==> config.mk <==
export PLATFORM = sky130hd
export DESIGN_NAME = pset_cfg
export DESIGN_NICKNAME = d
export VERILOG_FILES = /design/src/hw/rtl/pset_pkg.sv /design/src/hw/rtl/pset_cfg.sv
export SDC_FILE = /design/constraint.sdc
export NUM_CORES = 1
export LEC_CHECK = 0
export BUFFER_PORTS_ARGS = -buffer_cell sky130_fd_sc_hd__buf_2
export CORE_ASPECT_RATIO = 2
export CORE_MARGIN = 4
export CORE_UTILIZATION = 30
export CTS_CLUSTER_DIAMETER = 150
export DETAILED_ROUTE_END_ITERATION = 16
export GPL_TIMING_DRIVEN = 0
export PLACE_DENSITY = 0.73
export SLEW_MARGIN = 20
export SYNTH_ARGS = -nofsm -noshare
export SYNTH_HDL_FRONTEND = slang
export SYNTH_SLANG_ARGS = --single-unit
==> constraint.sdc <==
create_clock -name clk -period 1 [get_ports clk]
set_clock_uncertainty 0.2 [all_clocks]
set_input_delay 0 -clock clk [delete_from_list [all_inputs] [get_ports clk]]
set_output_delay 0 -clock clk [all_outputs]
set_load 0.005 [all_outputs]
==> src/hw/rtl/pset_pkg.sv <==
`timescale 1ns / 1ps

package pset_pkg;

  // Field widths
  localparam int CMD_W    = 3;
  localparam int SYM_W    = 10;
  localparam int TIME_W   = 63;
  localparam int PRICE_W  = 32;
  localparam int CNT_W    = 32;
  localparam int THR_W    = 16;
  localparam int STATUS_W = 2;

  // Symbol table depth default
  localparam int SYMBOL_COUNT_DEF = 1024;

  // Basis-point scale of the jump test
  localparam int SCALE_W   = 14;
  localparam int BPS_SCALE = 10000;

  // Configuration port
  localparam int CFG_DATA_W  = 32;
  localparam int CFG_ADDR_W  = 3;
  localparam int REG_IDX_LSB = 2;

  localparam logic REG_ALERTS_EN = 1'b0;
  localparam logic REG_JUMP_THR  = 1'b1;

  localparam logic             ALERTS_EN_RST = 1'b1;
  localparam logic [THR_W-1:0] JUMP_THR_RST  = THR_W'(100);

  // Event types
  localparam logic [CMD_W-1:0] CMD_PRICE  = 3'd0;
  localparam logic [CMD_W-1:0] CMD_NEW    = 3'd1;
  localparam logic [CMD_W-1:0] CMD_FILL   = 3'd2;
  localparam logic [CMD_W-1:0] CMD_CANCEL = 3'd3;

  typedef enum logic [STATUS_W-1:0] {
    ST_PARSE_ERR    = 2'd0,
    ST_OUT_OF_ORDER = 2'd1,
    ST_UNKNOWN      = 2'd2,
    ST_ACCEPTED     = 2'd3
  } status_t;

  typedef struct packed {
    logic             alerts_en;
    logic [THR_W-1:0] jump_thr;
  } cfg_t;

  typedef struct packed {
    logic [TIME_W-1:0]  last_time;
    logic [PRICE_W-1:0] held_price;
    logic               price_seen;
    logic [CNT_W-1:0]   upd_cnt;
    logic [CNT_W-1:0]   new_cnt;
    logic [CNT_W-1:0]   fill_cnt;
    logic [CNT_W-1:0]   cancel_cnt;
  } entry_t;

endpackage

==> src/hw/rtl/pset_cfg.sv <==
`timescale 1ns / 1ps

module pset_cfg (
  input  logic                                 clk,
  input  logic                                 rst_n,
  input  logic                                 psel,
  input  logic                                 penable,
  input  logic                                 pwrite,
  input  logic [pset_pkg::CFG_ADDR_W-1:0]      paddr,
  input  logic [pset_pkg::CFG_DATA_W-1:0]      pwdata,
  output logic [pset_pkg::CFG_DATA_W-1:0]      prdata,
  output logic                                 pready,
  output pset_pkg::cfg_t                       cfg
);
  import pset_pkg::*;

  logic             alerts_en_r;
  logic [THR_W-1:0] jump_thr_r;
  logic             reg_idx;
  logic             wr_en;

  assign pready  = 1'b1;
  assign reg_idx = paddr[REG_IDX_LSB];
  assign wr_en   = psel && penable && pwrite && pready;

  always_ff @(posedge clk) begin
    if (!rst_n) begin
      alerts_en_r <= ALERTS_EN_RST;
      jump_thr_r  <= JUMP_THR_RST;
    end else if (wr_en) begin
      unique case (reg_idx)
        REG_ALERTS_EN: alerts_en_r <= pwdata[0];
        REG_JUMP_THR:  jump_thr_r  <= pwdata[THR_W-1:0];
      endcase
    end
  end

  always_comb begin
    unique case (reg_idx)
      REG_ALERTS_EN: prdata = CFG_DATA_W'(alerts_en_r);
      REG_JUMP_THR:  prdata = CFG_DATA_W'(jump_thr_r);
    endcase
  end

  assign cfg.alerts_en = alerts_en_r;
  assign cfg.jump_thr  = jump_thr_r;

endmodule
## After elaboration in Yosys (flattened, before gate mapping)

Index checks and enable logic that the tools add are counted.

| storage, ports and cells | value |
|---|---|
| bits of input ports | 40 |
| register bits after elaboration | 17 |
| logic and storage cells | 8 |
| output and inout bits | 50 |

| operators by class | value |
|---|---|
| bitwise operators | 1 |
| multiplexer cells | 1 |
| reductions and logical operators | 4 |

Operators with widths:

| operator | number |
|---|---|
| 32-bit one-hot mux with 2 select lines | 1 |
| 2-bit AND reduction | 2 |
| 1-bit logical AND | 2 |
| 1-bit NOT | 1 |

## Longest topological paths before layout

Gate-level depths: netlist of run 1.

| depth | value |
|---|---|
| depth after elaboration | 3 |
| mapped depth | 4 |
| mapped depth without buffers | 2 |

## Least setup slack after synthesis of run 1

Ideal clock, no wire load.

| path | value |
|---|---|
| path kind | in2reg |
| start point | in pwrite |
| end point | reg jump_thr_r[0] |
| slack | 0.107 ns |
| arrival time | 0.621 ns |
| data required time | 0.728 ns |
| buffers on the path | 2 |
| library setup time | 0.072 ns |
| stages | 4 |
| path through | and4_1 buf_6 buf_12 mux2i_1 |

| on the way | value |
|---|---|
| cells in the longest elaborated chain, start to end | 2 |

Ends and longest elaborated chain:

| item | line | source |
|---|---|---|
| start: declaration | pset_cfg.sv:8 | `input logic pwrite,` |
| 1-bit logical AND | pset_cfg.sv:24 | `assign wr_en = psel && penable && pwrite && pready;` |
| 2-bit AND reduction (no line) | n/a |  |
| end signal: assignment | pset_cfg.sv:33 | `REG_JUMP_THR: jump_thr_r <= pwdata[THR_W-1:0];` |
| end: declaration | pset_cfg.sv:18 | `logic [THR_W-1:0] jump_thr_r;` |

Every way passes these cells.
A chain may end at the register's enable or synchronous reset.

## Final worst setup path of run 1

| path | value |
|---|---|
| start point | reg jump_thr_r[0] |
| end point | out prdata[0] (netlist bit) |

| on the way | value |
|---|---|
| cells in the longest elaborated chain, start to end | 1 |

Ends and longest elaborated chain:

| item | line | source |
|---|---|---|
| 32-bit one-hot mux with 2 select lines | pset_cfg.sv:39 | `unique case (reg_idx)` |
| end: declaration | pset_cfg.sv:11 | `output logic [pset_pkg::CFG_DATA_W-1:0] prdata,` |

Every way passes these cells. The select of a mux whose other input is x is not followed.

==> flow_summary.toml, run 1 <==
[outcome]
status = "finished with violations"
failed_checks = "hold timing, setup timing"

[sta]
timing.final.crit_share = 1.173
hold_viol_final = 4
min_period_ns = 1.173
rsz0062_at_grt = "yes"
fmax_ghz = 0.8529
slew_viol_final = 0
setup_ws_ns = -0.1725
hold_slack_ns = -0.02227
finalSetupViolCount = 18

[synthesis]
ys_ff_latch = 17
syn_inst = 113
seq_area_frac_synth = 0.3461
yosys_warnings = 0
yosysUniqueCellTypes = 15
postSynthAreaPerCell_um2 = 8.703
netlist_area_um2 = 983.4

[critical_path]
cp_data_required_time_ns = 0.80
critical-path-top-delay-family = "flip-flops"
r2r_cells = 4
r2r-end = "jump_thr_r[1]$_SDFFE_PN0P_"
arrival_ns = 0.97
worstPathCellList = "mux2_2, buf_6"
crit_path_max_fanout = 3
endpoint_kind = "output pin"
critPathBufInv = 1
start_kind = "flop"
crit_type = "flop to output pin"
max_stage_delay_ns = 0.33
slowest_stage = "dfxtp_2"
reg2reg_from = "jump_thr_r[1]$_SDFFE_PN0P_"
reg2reg_slack_ns = 0.03

[final_layout]
area_growth_pct = 86.39
fin_nets = 254
antennaDiodeCount = 0
layout_common_cells = "buf_2 (37), nand2_1 (26), buf_6 (24), buf_4 (22)"
layout.cells.most_common = "buf_2"
drive_gt1_frac = 0.5587
final_cells = 244

[floorplanning]
core-area_um2 = 3157
ios = 90
die_h_um = 88.97
die_x_um = 48.49
initial_core_util = 0.3115
dieArea_um2 = 4314
rows = 29

[grt]
antenna_found_initial = 0
grt_pass1_vias = 939
grt-ovfl-total = 0
grt_pass1_wl_mm = 4.105
grt_max_degree = 11
track_usage = 0.1200

[drt]
drt_iter0_drc = 7
wl_mm = 2.960
drc = 0
drtPass1Iterations = 2
wl_per_cell_um = 12.13
routed_via_density = 4.242
vias = 1035
postRouteAntennaNets = 0

[clocking]
clkTransAtPathRegs_ns = 0.07
ctsLongestPathBuffers = 2
clk_latency_ns = 0.25
root_buffer = "clkbuf_8"
cts.sinks = 17
tritoncts = "yes"
cts_inserted_buffers = 3
htree_levels = 1

[power_and_ir_drop]
power.share.combinational = 0.226
p_leak_nw = 0.9385
swShare = 0.2389
finalPower_mw = 1.573
p_sw_mw = 0.3758
p_int_mw = 1.197
peakVddDrop_v = 0.0006352
clockPowerShare = 0.325
power_frac_seq = 0.449
p_per_area_nw_per_um2 = 858.0

[place]
dp_slack_ns = -0.1613
io_buffers = 53
dp_hpwl_mm = 1.943
place_inst = 212
place_congestion = 0.7149

[hold_path]
min_from = "paddr[2]"
hold_end = "alerts_en_r$_SDFFE_PN1P_"
hold_depth = 3
min_path_type = "input pin to flop"

[run]
drv_cap = 0
layout make-up:
class / count / area (µm²)
Sequential cell: 17 / 361.6
Tap cell: 31 / 38.79
Buffer: 25 / 190.2
Fill cell: 288 / 1324
Clock inverter: 1 / 5.005
Timing Repair Buffer: 81 / 664.4
Clock buffer: 3 / 41.29
Multi-Input combinational cell: 86 / 531.8
state kept, by name, summed over array words and instances, names as in the netlist:
name,flops
jump_thr_r,16
alerts_en_r,1
what timing repair did:
action | in CTS | in global routing
setup endpoints to repair | 17 | 23
hold endpoints to repair | 17 | 0
hold buffers | 19 | 0
cloned | 0 | 0
buffers inserted | 7 | 2
pin swaps | 0 | 1
gates resized for setup | 26 | 30
tightest hold or removal path: cells and delay by family:
| kind | cells | cell delay, ns |
|---|---|---|
| buffers and inverters | 1 | 0.17 |
| muxes | 1 | 0.07 |
| and+or+nand+nor | 1 | 0.14 |
layer usage:
layer,vias to the layer above,part of all wire,track usage
li1,522,-,-
met1,466,0.34,0.1166
met2,45,0.59,0.2405
met3,2,0.064,0.02003
met4,0,0.012,0.05147
met5,-,0,0
per-stage QoR:
step	utilization	instance area, µm²	setup TNS, ns	hold WS, ns
6_report	0.5807	1833	-0.4066	-0.02227
5_1_grt	0.5807	1833	-0.8917	0.004780
4_1_cts	0.5386	1700	-0.6574	-0.01878
3_5_place_dp	0.4257	1344	-1.943	0.05235
3_3_place_gp	0.4257	1344	-1.766	0.04819
2_1_floorplan	-	1040	0	-0.07634
cell usage after synthesis:
cell / count / area share
buf_4: 18 / 0.14
conb_1: 2 / 0.0076
and2_1: 10 / 0.064
mux2i_1: 17 / 0.17
buf_2: 3 / 0.015
nand4b_1: 1 / 0.0089
mux2_2: 1 / 0.011
nand2_1: 26 / 0.099
clkbuf_1: 2 / 0.0076
and2_2: 5 / 0.038
dfxtp_1: 17 / 0.35
buf_12: 1 / 0.020
nor2b_1: 8 / 0.051
and4_1: 1 / 0.0089
buf_6: 1 / 0.011
logic make-up (layout without fill, tap and decap cells):
family	count (synthesis)	after routing	synth area share
other	2	17	0.007636
and+or+nand+nor	51	51	0.2697
muxes	18	18	0.1845
buffers and inverters	25	110	0.1921
DFF	17	17	0.3461
power by group through the flow:
stage / Combinational (mW) / Clock [mW] / Sequential [mW]
CTS: 0.321 / 0.532 / 0.704
detailed placement: 0.244 / 0 / 0.718
global route: 0.391 / 0.555 / 0.707
global placement: 0.242 / 0 / 0.717
finish: 0.356 / 0.511 / 0.706
floorplan: 0.152 / 0 / 0.718
how the worst max path moves through the flow:
stage	depth (start not counted)	slack, ns	startpoint	endpoint
after floorplan	4	0.11	pwrite	jump_thr_r[0]$_SDFFE_PN0P_
final	2	-0.17	jump_thr_r[0]$_SDFFE_PN0P_	prdata[0]
after global placement	5	-0.14	paddr[2]	jump_thr_r[6]$_SDFFE_PN1P_
after detailed placement	5	-0.16	paddr[2]	jump_thr_r[6]$_SDFFE_PN1P_
after CTS	2	-0.16	jump_thr_r[0]$_SDFFE_PN0P_	prdata[0]
after global routing	2	-0.19	alerts_en_r$_SDFFE_PN1P_	prdata[0]
Power figures use the tool's default switching activity.
==> run 2: changes to the inputs <==
CELL_PAD_IN_SITES_DETAIL_PLACEMENT = 2   (was unset)
CELL_PAD_IN_SITES_GLOBAL_PLACEMENT = 2   (was unset)
CORE_UTILIZATION = 18   (was 30)
PLACE_DENSITY = 0.85   (was 0.73)
REMOVE_ABC_BUFFERS = 1   (was unset)
SETUP_SLACK_MARGIN = 0.02   (was unset)
==> flow_summary.toml, run 2 (same netlist as run 1, synthesis figures left out) <==
[outcome]
status = "finished with violations"
failed_checks = "setup timing"

[critical_path]
r2r-end = "alerts_en_r$_SDFFE_PN1P_"
cp_data_required_time_ns = 0.80
crit_path_max_fanout = 2
endpoint_kind = "output pin"
reg2reg_from = "alerts_en_r$_SDFFE_PN1P_"
r2r_cells = 4
crit_type = "flop to output pin"
start_kind = "flop"
arrival_ns = 0.94
critPathLaunch = "alerts_en_r$_SDFFE_PN1P_"
reg2reg_slack_ns = -0.04

[final_layout]
top_register = "jump_thr_r"
layout_common_cells = "buf_2 (34), buf_6 (27), nand2_1 (26), dlygate4sd3_1 (19)"
largest_registers = "jump_thr_r x16, alerts_en_r x1"
drive_gt1_frac = 0.5333
area_growth_pct = 79.01
finalInstanceArea_um2 = 1760
layout.cells.most_common = "buf_2"
antennaDiodeCount = 0
nFillCells = 611
largest_reg_flops = 16
utilization = 0.3365
fin_nets = 236

[hold_path]
hold_end = "jump_thr_r[11]$_SDFFE_PN0P_"
min_path_type = "input pin to flop"
min_from = "rst_n"
hold_depth = 3

[drt]
drtPass1Iterations = 2
postRouteAntennaNets = 0
vias = 1002
routed_via_density = 3.960
wl_mm = 3.463
drt_iter0_drc = 10
wl_per_cell_um = 13.69
drc = 0

[power_and_ir_drop]
finalPower_mw = 1.543
p_per_area_nw_per_um2 = 876.7
peakVddDrop_v = 0.0004234
p_leak_nw = 0.8271

[grt]
grt_pass1_wl_mm = 5.195
grt-ovfl-total = 0
antenna_found_initial = 0
track_usage = 0.1034
grt_max_degree = 35
grt_pass1_vias = 1059

[sta]
timing.final.crit_share = 1.143
slew_viol_final = 0
setup_ws_ns = -0.1434
rsz0062_at_grt = "yes"
max_slew_margin = 0.6191
finalSetupViolCount = 27
min_period_ns = 1.143
fmax_ghz = 0.8746
hold_viol_final = 0
tightest_slew_ns = 0.5714

[clocking]
ctsLongestPathBuffers = 2
tritoncts = "yes"
cts.sinks = 17
cts_inserted_buffers = 3
root_buffer = "clkbuf_8"
htree_levels = 1
clkTransAtPathRegs_ns = 0.07
clk_latency_ns = 0.25

[floorplanning]
initial_core_util = 0.1880
die_x_um = 60.27
dieArea_um2 = 6782
ios = 90
die_h_um = 112.5
core-area_um2 = 5231
rows = 37

[place]
dp_hpwl_mm = 2.160
place_congestion = 0.6413
placed_area_um2 = 1194
io_buffers = 54

[run]
drv_cap = 0
-- run 2: changes by cell type in the layout (fill, tap and decap cells not counted), sizes merged --
cell and change:
buf -15, clkbuf -2, clkinv -1, dlygate4sd3 +3, dlymetal6s4s -3
-- run 2: cell type report --
| cell class | count | area, µm² | share of cell area |
|---|---|---|---|
| clock buffer | 4 | 45.04 | 0.02559 |
| multi-input combinational | 86 | 544.3 | 0.3092 |
| sequential | 17 | 361.6 | 0.2054 |
| tap | 58 | 72.57 | 0.04122 |
| timing repair buffer | 88 | 737.0 | 0.4186 |
-- run 2: report_power, final --
| part | internal (mW) | leakage [nW] | switching (mW) |
|---|---|---|---|
| sequential | 0.695 | 0.142 | 0.0102 |
| combinational | 0.186 | 0.662 | 0.127 |
| clock | 0.283 | 0.0228 | 0.243 |
| total | 1.16 | 0.827 | 0.380 |
-- run 2: worst max-delay path by stage --
stage and end:
3_5_place_dp jump_thr_r[6]$_SDFFE_PN1P_, 4_1_cts prdata[0], 5_1_grt prdata[0], 3_3_place_gp jump_thr_r[5]$_SDFFE_PN1P_, 6_report prdata[0], 2_1_floorplan jump_thr_r[0]$_SDFFE_PN0P_
-- run 2: worst max-delay path, stage by stage, from the launching register on --
cell and delay (ns):
dfxtp_2 0.32, mux2_2 0.24, buf_2 0.12
-- run 2: metal layers --
layer	part of all wire	routed length (µm)	vias to the layer above	track usage
met5	0	0	-	0
met4	0.0064	22	0	0.03994
met3	0.080	277	2	0.01956
met2	0.57	1974	46	0.1965
met1	0.34	1188	471	0.1027
li1	-	-	483	-
-- run 2: stage by stage --
step	hold WS (ns)	setup TNS [ns]	std cells	worst slack, ns
final	0.06478	-0.6963	253	-0.1434
after global routing	0.1130	-2.873	253	-0.1720
after CTS	0.07181	-0.8202	249	-0.1643
after detailed placement	0.05893	-13.48	215	-0.8555
after global placement	0.04789	-13.13	215	-0.8201
after floorplan	-0.08412	-2.777	103	-0.1736
-- run 2: what timing repair did --
item	4_1_cts	5_1_grt
hold buffers	19	0
endpoints found under the setup margin	32	40
setup buffers	11	4
pin swaps	1	0
gates resized for setup	43	17
endpoints found under the hold margin	17	0
